==> config.mk <==
export PLATFORM = sky130hd
export DESIGN_NAME = gated_pitch_median_smoother
export DESIGN_NICKNAME = d
export VERILOG_FILES = /design/src/sv/gpms_pkg.sv /design/src/sv/gpms_cell.sv /design/src/sv/gpms_window.sv /design/src/sv/gated_pitch_median_smoother.sv
export SDC_FILE = /design/constraint.sdc
export NUM_CORES = 2
export LEC_CHECK = 0
export ABC_AREA = 1
export BUFFER_PORTS_ARGS = -buffer_cell sky130_fd_sc_hd__buf_4
export CAP_MARGIN = 20
export CORE_MARGIN = 2
export CORE_UTILIZATION = 63
export DETAILED_ROUTE_END_ITERATION = 8
export PLACE_DENSITY_LB_ADDON = 0.15
export SYNTH_ARGS = -nofsm -noshare
export SYNTH_HDL_FRONTEND = slang
export SYNTH_SLANG_ARGS = --single-unit
==> constraint.sdc <==
create_clock -name i_clk -period 26.9 [get_ports i_clk]
set_clock_uncertainty 0.05 [all_clocks]
set_input_delay 5.38 -clock i_clk [delete_from_list [all_inputs] [get_ports i_clk]]
set_output_delay 5.38 -clock i_clk [all_outputs]
set_load 0.02 [all_outputs]
==> src/sv/gpms_pkg.sv <==
// ----------------------------------------------------------------------------
// gpms_pkg
// Shared widths, register codes, reset values and window control types of the
// gated pitch median smoother.
// ----------------------------------------------------------------------------
package gpms_pkg;

    // Field widths
    localparam int FREQ_W  = 24;
    localparam int CONF_W  = 16;
    localparam int RMS_W   = 24;
    localparam int RATIO_W = 17;
    localparam int TOL_W   = 16;
    localparam int FRAC_W  = 16;                        // Q.16 scaling of ratio and tolerance
    localparam int PROD_W  = 1 + FREQ_W + FRAC_W;       // product and scaled compare width

    // Configuration port
    localparam int CFG_IDX_W  = 3;
    localparam int CFG_DATA_W = 24;

    localparam logic [CFG_IDX_W-1:0] REG_MIN_CONF   = 3'd0;
    localparam logic [CFG_IDX_W-1:0] REG_ACQ_LEVEL  = 3'd1;
    localparam logic [CFG_IDX_W-1:0] REG_TAIL_LEVEL = 3'd2;
    localparam logic [CFG_IDX_W-1:0] REG_TAIL_RATIO = 3'd3;
    localparam logic [CFG_IDX_W-1:0] REG_STABLE_TOL = 3'd4;

    // Register reset values
    localparam logic [CONF_W-1:0]  MIN_CONF_RST   = 16'd49152;
    localparam logic [RMS_W-1:0]   ACQ_LEVEL_RST  = 24'd13422;
    localparam logic [RMS_W-1:0]   TAIL_LEVEL_RST = 24'd2983;
    localparam logic [RATIO_W-1:0] TAIL_RATIO_RST = 17'd67456;
    localparam logic [TOL_W-1:0]   STABLE_TOL_RST = 16'd983;

    // Default sizing
    localparam int WINDOW_DEPTH_DEF = 5;
    localparam int STABLE_MIN_DEF   = 3;

    // Window control, top level to cell chain
    typedef struct packed {
        logic insert;        // write the new frequency into the window
        logic full;          // window full: shift out the oldest entry
        logic probe_load;    // copy entries into the probe line
        logic probe_shift;   // move probes one cell toward cell 0
    } t_win_ctrl;

endpackage

==> src/sv/gpms_cell.sv <==
// ----------------------------------------------------------------------------
// gpms_cell
// One window slot: holds an entry and a probe copy, ranks its entry against
// the broadcast candidate and checks its deviation from the median.
// ----------------------------------------------------------------------------
module gpms_cell #(
    parameter int J  = 0,
    parameter int CW = 3
) (
    input  logic                          i_clk,
    input  gpms_pkg::t_win_ctrl           i_ctrl,
    input  logic [CW-1:0]                 i_n,
    input  logic [CW-1:0]                 i_k,
    input  logic [gpms_pkg::FREQ_W-1:0]   i_new,
    input  logic [gpms_pkg::FREQ_W-1:0]   i_shift_in,
    input  logic [gpms_pkg::FREQ_W-1:0]   i_probe_in,
    input  logic [gpms_pkg::FREQ_W-1:0]   i_cand,
    input  logic [gpms_pkg::FREQ_W-1:0]   i_med,
    input  logic [gpms_pkg::PROD_W-1:0]   i_lim,
    output logic [gpms_pkg::FREQ_W-1:0]   o_value,
    output logic [gpms_pkg::FREQ_W-1:0]   o_probe,
    output logic                          o_lt,
    output logic                          o_ok
);
    import gpms_pkg::*;

    logic [FREQ_W-1:0] r_value;
    logic [FREQ_W-1:0] r_probe;
    logic              w_valid;
    logic [FREQ_W-1:0] w_dev;

    // Entry: age-ordered shift on a full window, else write at the fill point
    always_ff @(posedge i_clk) begin
        if (i_ctrl.insert) begin
            if (i_ctrl.full) begin
                r_value <= i_shift_in;
            end else if (i_n == CW'(J)) begin
                r_value <= i_new;
            end
        end
    end

    // Probe line feeding candidates to cell 0
    always_ff @(posedge i_clk) begin
        if (i_ctrl.probe_load) begin
            r_probe <= r_value;
        end else if (i_ctrl.probe_shift) begin
            r_probe <= i_probe_in;
        end
    end

    assign w_valid = (i_n > CW'(J));

    // Sorts before candidate k: smaller, or equal and older
    assign o_lt = w_valid && ((r_value < i_cand) || ((r_value == i_cand) && (CW'(J) < i_k)));

    // Deviation check against median*tolerance
    assign w_dev = (r_value > i_med) ? (r_value - i_med) : (i_med - r_value);
    assign o_ok  = !w_valid || ({1'b0, w_dev, {FRAC_W{1'b0}}} < i_lim);

    assign o_value = r_value;
    assign o_probe = r_probe;

endmodule

==> src/sv/gpms_window.sv <==
// ----------------------------------------------------------------------------
// gpms_window
// Row of window cells with neighbor shift and probe lines; sums the rank of
// the current candidate and combines the per-cell stability checks.
// ----------------------------------------------------------------------------
module gpms_window #(
    parameter int DEPTH = 5,
    parameter int CW    = 3
) (
    input  logic                          i_clk,
    input  gpms_pkg::t_win_ctrl           i_ctrl,
    input  logic [CW-1:0]                 i_n,
    input  logic [CW-1:0]                 i_k,
    input  logic [gpms_pkg::FREQ_W-1:0]   i_new,
    input  logic [gpms_pkg::FREQ_W-1:0]   i_med,
    input  logic [gpms_pkg::PROD_W-1:0]   i_lim,
    output logic [gpms_pkg::FREQ_W-1:0]   o_cand,
    output logic [CW-1:0]                 o_rank,
    output logic                          o_all_ok
);
    import gpms_pkg::*;

    logic [FREQ_W-1:0] w_value [DEPTH];
    logic [FREQ_W-1:0] w_probe [DEPTH];
    logic [DEPTH-1:0]  w_lt;
    logic [DEPTH-1:0]  w_ok;

    assign o_cand = w_probe[0];

    // Cell chain
    for (genvar j = 0; j < DEPTH; j++) begin : g_cell
        logic [FREQ_W-1:0] w_shift_in;
        logic [FREQ_W-1:0] w_probe_in;

        if (j == DEPTH - 1) begin : g_last
            assign w_shift_in = i_new;
            assign w_probe_in = w_probe[j];
        end else begin : g_mid
            assign w_shift_in = w_value[j+1];
            assign w_probe_in = w_probe[j+1];
        end

        gpms_cell #(
            .J  (j),
            .CW (CW)
        ) u_cell (
            .i_clk      (i_clk),
            .i_ctrl     (i_ctrl),
            .i_n        (i_n),
            .i_k        (i_k),
            .i_new      (i_new),
            .i_shift_in (w_shift_in),
            .i_probe_in (w_probe_in),
            .i_cand     (w_probe[0]),
            .i_med      (i_med),
            .i_lim      (i_lim),
            .o_value    (w_value[j]),
            .o_probe    (w_probe[j]),
            .o_lt       (w_lt[j]),
            .o_ok       (w_ok[j])
        );
    end

    // Rank of the candidate: count of entries sorting before it
    always_comb begin
        o_rank = '0;
        for (int j = 0; j < DEPTH; j++) begin
            o_rank = o_rank + CW'(w_lt[j]);
        end
    end

    assign o_all_ok = &w_ok;

endmodule

==> src/sv/gated_pitch_median_smoother.sv <==
// ----------------------------------------------------------------------------
// gated_pitch_median_smoother
// Gates pitch frames on presence, confidence and level, keeps an age-ordered
// window of accepted frequencies and gives its upper median and a stability
// flag.
// ----------------------------------------------------------------------------
//  channel   | direction | signals                      | request moves
//  ----------+-----------+------------------------------+--------------------------
//  s_axis    | in        | tvalid tready tdata tuser    | one pitch frame
//  m_axis    | out       | tvalid tready tdata tuser    | one result per frame
//  cfg       | in        | valid ready index data       | one register write
//
//  A frame gated out on presence, confidence or level goes straight to finish;
//  a frame accepted at normal level is inserted, then scanned and checked for
//  stability; a quiet frame is first scanned and ratio-tested before insertion.
//  The median scan walks one candidate per cycle down the probe line of the cell
//  row; one shared 24x17 multiplier serves the ratio and tolerance products.
//  Reset is synchronous, active low, and empties the window; no clearing pass.
//  A result waiting in the output register does not block the next frame until
//  that frame's own result is ready; cfg writes are taken in any cycle.
// ----------------------------------------------------------------------------
module gated_pitch_median_smoother #(
    parameter int WINDOW_DEPTH = gpms_pkg::WINDOW_DEPTH_DEF,
    parameter int STABLE_MIN   = gpms_pkg::STABLE_MIN_DEF
) (
    input  logic                              i_clk,
    input  logic                              i_rst_n,
    // input frames
    input  logic                              s_axis_tvalid,
    output logic                              s_axis_tready,
    input  logic [63:0]                       s_axis_tdata,  // frequency, confidence, rms
    input  logic [0:0]                        s_axis_tuser,  // freq_present
    // results
    output logic                              m_axis_tvalid,
    input  logic                              m_axis_tready,
    output logic [63:0]                       m_axis_tdata,  // smoothed_frequency,
                                                             // confidence_echo, rms_echo
    output logic [1:0]                        m_axis_tuser,  // freq_valid, stable
    // register writes
    input  logic                              i_cfg_valid,
    output logic                              o_cfg_ready,
    input  logic [gpms_pkg::CFG_IDX_W-1:0]    i_cfg_index,
    input  logic [gpms_pkg::CFG_DATA_W-1:0]   i_cfg_data
);
    import gpms_pkg::*;

    localparam int CW = $clog2(WINDOW_DEPTH + 1);

    // FSM codes
    localparam logic [3:0] S_IDLE = 4'd0;
    localparam logic [3:0] S_CHK  = 4'd1;
    localparam logic [3:0] S_INS  = 4'd2;
    localparam logic [3:0] S_LOAD = 4'd3;
    localparam logic [3:0] S_SCAN = 4'd4;
    localparam logic [3:0] S_MULA = 4'd5;
    localparam logic [3:0] S_MULB = 4'd6;
    localparam logic [3:0] S_RCHK = 4'd7;
    localparam logic [3:0] S_MULC = 4'd8;
    localparam logic [3:0] S_STAB = 4'd9;
    localparam logic [3:0] S_FIN  = 4'd10;

    // Configuration registers
    logic [CONF_W-1:0]  r_min_conf;
    logic [RMS_W-1:0]   r_acq_level;
    logic [RMS_W-1:0]   r_tail_level;
    logic [RATIO_W-1:0] r_tail_ratio;
    logic [TOL_W-1:0]   r_stable_tol;

    // Control state
    logic [3:0]    r_state;
    logic [CW-1:0] r_fill;
    logic [1:0]    r_run;
    logic          r_armed;
    logic          r_pre;
    logic [CW-1:0] r_k;
    logic          r_out_valid;

    // Payload
    logic              r_present;
    logic [FREQ_W-1:0] r_freq;
    logic [CONF_W-1:0] r_conf;
    logic [RMS_W-1:0]  r_rms;
    logic [FREQ_W-1:0] r_med;
    logic [PROD_W-1:0] r_mul;
    logic [PROD_W-1:0] r_hold;
    logic              r_res_ok;
    logic              r_res_stable;
    logic [63:0]       r_out_tdata;
    logic [1:0]        r_out_tuser;

    // Combinational
    logic              w_in_acc;
    logic              w_normal;
    logic              w_gate_ok;
    logic              w_quiet_ok;
    logic              w_full;
    logic              w_ratio_fail;
    logic              w_stable;
    logic              w_fin_go;
    logic              w_reject;
    logic [1:0]        n_run;
    logic [FREQ_W-1:0] w_mul_a;
    logic [RATIO_W-1:0] w_mul_b;
    t_win_ctrl         w_ctrl;
    logic [FREQ_W-1:0] w_cand;
    logic [CW-1:0]     w_rank;
    logic              w_all_ok;

    assign s_axis_tready = (r_state == S_IDLE);
    assign w_in_acc      = s_axis_tvalid && s_axis_tready;
    assign o_cfg_ready   = 1'b1;

    assign m_axis_tvalid = r_out_valid;
    assign m_axis_tdata  = r_out_tdata;
    assign m_axis_tuser  = r_out_tuser;

    // Gate decisions on the latched frame
    assign w_normal   = (r_rms >= r_acq_level);
    assign w_gate_ok  = r_present && (r_conf >= r_min_conf);
    assign w_quiet_ok = (r_rms >= r_tail_level) && r_armed && (r_fill != '0);
    assign w_full     = (r_fill == CW'(WINDOW_DEPTH));
    assign w_fin_go   = !r_out_valid || m_axis_tready;

    // Ratio test: r_hold = median*ratio, r_mul = freq*ratio
    assign w_ratio_fail = ({1'b0, r_freq, {FRAC_W{1'b0}}} > r_hold) ||
                          ({1'b0, r_med,  {FRAC_W{1'b0}}} > r_mul);

    assign w_stable = (32'(r_fill) >= STABLE_MIN) && w_all_ok;

    assign w_reject = ((r_state == S_CHK) && (!w_gate_ok || (!w_normal && !w_quiet_ok))) ||
                      ((r_state == S_RCHK) && w_ratio_fail);
    assign n_run    = (r_run == 2'd2) ? 2'd2 : (r_run + 2'd1);

    // Shared multiplier operands
    always_comb begin
        priority case (r_state)
            S_MULA:  begin w_mul_a = r_med;  w_mul_b = r_tail_ratio;        end
            S_MULB:  begin w_mul_a = r_freq; w_mul_b = r_tail_ratio;        end
            default: begin w_mul_a = r_med;  w_mul_b = {1'b0, r_stable_tol}; end
        endcase
    end

    // Window control
    always_comb begin
        w_ctrl.insert      = (r_state == S_INS);
        w_ctrl.full        = w_full;
        w_ctrl.probe_load  = (r_state == S_LOAD);
        w_ctrl.probe_shift = (r_state == S_SCAN);
    end

    gpms_window #(
        .DEPTH (WINDOW_DEPTH),
        .CW    (CW)
    ) u_window (
        .i_clk    (i_clk),
        .i_ctrl   (w_ctrl),
        .i_n      (r_fill),
        .i_k      (r_k),
        .i_new    (r_freq),
        .i_med    (r_med),
        .i_lim    (r_mul),
        .o_cand   (w_cand),
        .o_rank   (w_rank),
        .o_all_ok (w_all_ok)
    );

    // Configuration registers
    always_ff @(posedge i_clk) begin
        if (!i_rst_n) begin
            r_min_conf   <= MIN_CONF_RST;
            r_acq_level  <= ACQ_LEVEL_RST;
            r_tail_level <= TAIL_LEVEL_RST;
            r_tail_ratio <= TAIL_RATIO_RST;
            r_stable_tol <= STABLE_TOL_RST;
        end else if (i_cfg_valid) begin
            unique case (i_cfg_index)
                REG_MIN_CONF:   r_min_conf   <= i_cfg_data[CONF_W-1:0];
                REG_ACQ_LEVEL:  r_acq_level  <= i_cfg_data[RMS_W-1:0];
                REG_TAIL_LEVEL: r_tail_level <= i_cfg_data[RMS_W-1:0];
                REG_TAIL_RATIO: r_tail_ratio <= i_cfg_data[RATIO_W-1:0];
                REG_STABLE_TOL: r_stable_tol <= i_cfg_data[TOL_W-1:0];
                default: ;
            endcase
        end
    end

    // Sequencer and window state
    always_ff @(posedge i_clk) begin
        if (!i_rst_n) begin
            r_state     <= S_IDLE;
            r_fill      <= '0;
            r_run       <= 2'd0;
            r_armed     <= 1'b0;
            r_pre       <= 1'b0;
            r_k         <= '0;
            r_out_valid <= 1'b0;
        end else begin
            // output register: loaded on finish, else drained when taken
            if ((r_state == S_FIN) && w_fin_go) begin
                r_out_valid <= 1'b1;
            end else if (m_axis_tready) begin
                r_out_valid <= 1'b0;
            end

            // rejection bookkeeping
            if (w_reject) begin
                r_run <= n_run;
                if (n_run == 2'd2) begin
                    r_fill  <= '0;
                    r_armed <= 1'b0;
                end
            end

            unique case (r_state)
                S_IDLE: begin
                    if (w_in_acc) begin
                        r_state <= S_CHK;
                    end
                end
                S_CHK: begin
                    priority if (!w_gate_ok) begin
                        r_state <= S_FIN;
                    end else if (w_normal) begin
                        r_state <= S_INS;
                    end else if (!w_quiet_ok) begin
                        r_state <= S_FIN;
                    end else begin
                        r_pre   <= 1'b1;
                        r_state <= S_LOAD;
                    end
                end
                S_INS: begin
                    r_run <= 2'd0;
                    r_pre <= 1'b0;
                    if (!w_full) begin
                        r_fill <= r_fill + CW'(1);
                    end
                    r_state <= S_LOAD;
                end
                S_LOAD: begin
                    r_k     <= '0;
                    r_state <= S_SCAN;
                end
                S_SCAN: begin
                    if (r_k == r_fill - CW'(1)) begin
                        r_state <= r_pre ? S_MULA : S_MULC;
                    end else begin
                        r_k <= r_k + CW'(1);
                    end
                end
                S_MULA: r_state <= S_MULB;
                S_MULB: r_state <= S_RCHK;
                S_RCHK: r_state <= w_ratio_fail ? S_FIN : S_INS;
                S_MULC: r_state <= S_STAB;
                S_STAB: begin
                    if (w_normal && w_stable) begin
                        r_armed <= 1'b1;
                    end
                    r_state <= S_FIN;
                end
                S_FIN: begin
                    if (w_fin_go) begin
                        r_state <= S_IDLE;
                    end
                end
                default: r_state <= S_IDLE;
            endcase
        end
    end

    // Datapath registers
    always_ff @(posedge i_clk) begin
        if (w_in_acc) begin
            r_present <= s_axis_tuser[0];
            r_freq    <= s_axis_tdata[FREQ_W-1:0];
            r_conf    <= s_axis_tdata[FREQ_W +: CONF_W];
            r_rms     <= s_axis_tdata[FREQ_W+CONF_W +: RMS_W];
        end

        // median capture: candidate whose rank is n/2
        if ((r_state == S_SCAN) && (w_rank == (r_fill >> 1))) begin
            r_med <= w_cand;
        end

        // shared multiplier, one product per cycle
        if ((r_state == S_MULA) || (r_state == S_MULB) || (r_state == S_MULC)) begin
            r_mul <= PROD_W'(w_mul_a * w_mul_b);
        end
        if (r_state == S_MULB) begin
            r_hold <= r_mul;
        end

        // per-frame result
        if (r_state == S_CHK) begin
            r_res_ok     <= 1'b0;
            r_res_stable <= 1'b0;
        end else if (r_state == S_RCHK) begin
            r_res_ok     <= 1'b0;
            r_res_stable <= 1'b0;
        end else if (r_state == S_STAB) begin
            r_res_ok     <= 1'b1;
            r_res_stable <= w_stable;
        end

        // output register
        if ((r_state == S_FIN) && w_fin_go) begin
            r_out_tdata <= {r_rms, r_conf, (r_res_ok ? r_med : {FREQ_W{1'b0}})};
            r_out_tuser <= {r_res_stable, r_res_ok};
        end
    end

`ifndef SYNTHESIS
    // window never overfills
    a_fill_bound: assert property (@(posedge i_clk) disable iff (!i_rst_n)
        r_fill <= CW'(WINDOW_DEPTH))
        else $error("window fill above depth");

    // a saturated reject run leaves an empty, disarmed window
    a_run_clears: assert property (@(posedge i_clk) disable iff (!i_rst_n)
        (r_state == S_IDLE && r_run == 2'd2) |-> (r_fill == '0 && !r_armed))
        else $error("reject run saturated without clearing window");

    // scan candidate index stays inside the filled part
    a_scan_range: assert property (@(posedge i_clk) disable iff (!i_rst_n)
        (r_state == S_SCAN) |-> (r_k < r_fill))
        else $error("median scan beyond window fill");

    // stable only on an accepted result
    a_stable_valid: assert property (@(posedge i_clk) disable iff (!i_rst_n)
        r_out_valid |-> !(r_out_tuser[1] && !r_out_tuser[0]))
        else $error("stable flag on rejected frame");

    // the check state is entered only after a frame was taken
    a_fin_after_in: assert property (@(posedge i_clk) disable iff (!i_rst_n)
        (r_state == S_CHK) |-> $past(w_in_acc))
        else $error("check state entered without input request");
`endif

endmodule
==> reports/results.ini <==
[worst_setup_path]
crit_required_ns=27.25
crit_buf_inv=10
end_kind=register
slowest_stage=o21ai_1
worst_ep_arrival_time_ns=9.09
path_max_fanout=48
cp_top_family=adder cells
crit_type=register to register
slowest_delay_ns=0.96
setup.worst_path.start_class=register

[power_and_ir_drop]
ir_worst_vdd_uv=203
sequentialPowerShare_pct=19.5
comb_power_share_pct=68.5
p_clk_share_pct=12.0
powerDensity_nw_per_um2=125
p_leak_nw=30.9
switching_share_pct=52.2
p_switching_w=0.00408
intPower_w=0.00374

[routing]
antenna_left=0
wl_per_cell_um=27.8
drt_first_pass_iters=9
drc=0
routed_wl_um=240000
vias=55298
first_iter_violations=8123
viasPerCell=6.42

[die]
die_area_um2=94400
design.core.area_um2=91400
rows=111
die_x_um=307
initial_core_util_pct=63.4
io_pins=166
die_y_um=307

[clock_network]
cts-hold-fix-buffers=0
post_cts_resized=0
cts_buffer_depth=3
htreeDepth=3
clkTransAtPathRegs_ns=0.07
cts_root_buffer=clkbuf_16
cts_tree=built
clkLatencyLatePin_ns=0.66
cts_sinks=591
cts_buffers=66
cts_setup_buffers=0

[global_route]
grt_pass1_vias=54909
antenna_found_initial=15
grt_pass1_wl_um=348000
grt_usage_pct=50.5
grt_max_degree=121
grt-ovfl-total=0

[cells_and_area]
stdcell_count=8620
drive_above_1_share_pct=6.22
area_growth_pct=8.09
fin_nets=8523

[placed_design]
port_buffers=164
place_inst=8488
dp_hpwl_um=183000
gp_congestion=1.15

[yosys]
syn_area_um2=57900
synth-compound-area-share_pct=13.2
synth-edff-count=477
synth.top_cell.area_share_pct=24.7
syn-num-nets=8405
syn_inst=7255
synthTopCellsByCount=nand2_1 (1583), inv_1 (1319), ha_1 (712)
synth_fa_ha_area_share_pct=27.2
synth_most_common_cell=nand2_1
synth_top_cell_by_area=edfxtp_1
synth_top_family_by_area=adder cells
async_flop_share_pct=0
yosysUniqueCellTypes=59
ys.warnings.count=0
synthMuxAreaShare_pct=0.0346
synth-main-ff-cell=edfxtp_1
synth_xor_area_share_pct=3.30
synthSimpleGateAreaFrac_pct=17.3
ys_top_cells_by_area=edfxtp_1 (25%), ha_1 (15%), fa_1 (12%), nand2_1 (10%), inv_1 (8.6%)
ys_seq_area_share_pct=28.7
avgSynthCellArea_um2=7.98
ys_seq_elements=591

[run]
max_cap_viol_count=0

[timing]
hold_viol=0
rsz0062_at_grt=no
setup_viol=0
worst_slew_pin_slew_ns=1.28
fin_crit_ns=8.75
timing.slew.headroom_pct=13.8
drv_slew=0
fmax_mhz=114
period_share_pct=32.5
finalSetupTns_ns=0

[outcome]
status=completed

[worst_hold_path]
min_path_type=register to register

==> placed cells by master (no fill, tap or decap), types with 8 or more instances in the layout <==
master / count
ha_1: 712
buf_4: 231
and3_1: 13
a21oi_2: 9
inv_1: 1318
nand2_2: 16
diode_2: 11
o21ai_0: 461
nor2_1: 585
a21boi_0: 9
a21oi_1: 530
o21ai_1: 55
xor2_1: 192
nand4_1: 56
a31oi_1: 46
nor4_1: 10
clkbuf_1: 10
nor3_1: 44
o21bai_1: 57
fa_1: 341
nor2_2: 13
xnor2_1: 26
dfxtp_1: 114
o211ai_1: 25
clkbuf_16: 66
inv_2: 35
o21ai_2: 18
o221ai_1: 8
edfxtp_1: 477
nand2_1: 1580
o21a_1: 26
clkinv_1: 15
a21o_1: 47
a211oi_1: 15
o2111ai_1: 17
nand3_1: 156
==> state kept, by name (all words and copies together) (netlist names), 17 cells and up <==
signal                          cells
r_tail_ratio                       17
r_rms                              24
u_window.g_cell.u_cell.o_probe    120
r_mul                              41
r_freq                             24
m_axis_tdata                       64
u_window.g_cell.u_cell.o_value    120
r_hold                             41
r_med                              24
r_tail_level                       24
r_acq_level                        24
==> power by group through the flow <==
stage | logic, W | clock network, W | registers (W)
floorplan | 0.00367 | 0 | 0.00146
global placement | 0.00505 | 0 | 0.00152
detailed placement | 0.00514 | 0 | 0.00152
CTS | 0.00519 | 0.000928 | 0.00151
global route | 0.00591 | 0.000964 | 0.00152
finish | 0.00536 | 0.000939 | 0.00152
==> routing by layer <==
| layer | GRT usage (%) | part of all wire (%) | up-vias |
|---|---|---|---|
| li1 | - | - | 23634 |
| met1 | 56.1 | 32 | 25756 |
| met2 | 77.8 | 43 | 4443 |
| met3 | 15.1 | 13 | 1453 |
| met4 | 46.8 | 12 | 12 |
| met5 | 0 | 0.044 | - |
==> worst paths after layout <==
| check | startpoint | endpoint | slack (ns) | cells after the start |
|---|---|---|---|---|
| max | r_state[1]$_SDFFE_PN0P_ | r_mul[40]$_DFFE_PP_ | 18.15 | 27 |
| min | r_mul[17]$_DFFE_PP_ | r_hold[17]$_DFFE_PN_ | 0.40 | 0 |
| max reg2reg | r_state[1]$_SDFFE_PN0P_ | r_mul[40]$_DFFE_PP_ | 18.15 | 27 |
| min reg2reg | r_mul[17]$_DFFE_PP_ | r_hold[17]$_DFFE_PN_ | 0.40 | 0 |
==> area by class of cell <==
cell class | count | area [um2]
inverter | 1355 | 5090
clock inverter | 42 | 527
antenna | 11 | 27.5
sequential | 591 | 16600
timing repair buffer | 234 | 1780
multi-input combinational | 5125 | 35400
clock buffer | 76 | 1690
fill | 7265 | 28800
tap | 1186 | 1480
==> cells by family (layout without fill, tap and decap cells) <==
kind of cell,after synthesis,count (layout)
DFF,591,591
other,1,12
buffers and inverters,1539,1707
AOI/OAI and AO/OA,1351,1351
xor gates and xnor gates,218,218
adders and majority gates,1053,1053
muxes,2,2
and+or+nand+nor,2500,2500
==> stage by stage <==
stage               utilization, %  hold slack [ns]  worst slack (ns)  cell area [um2]  total power, W
floorplan                        -            0.356             14.45            57900         0.00514
global placement              66.0            0.379             18.57            60300         0.00657
detailed placement            66.0            0.383             18.38            60300         0.00666
CTS                           68.4            0.382             18.31            62500         0.00762
global route                  68.5            0.405             17.71            62600         0.00839
finish                        68.5            0.399             18.15            62600         0.00782
Power figures use the tool's default switching activity.
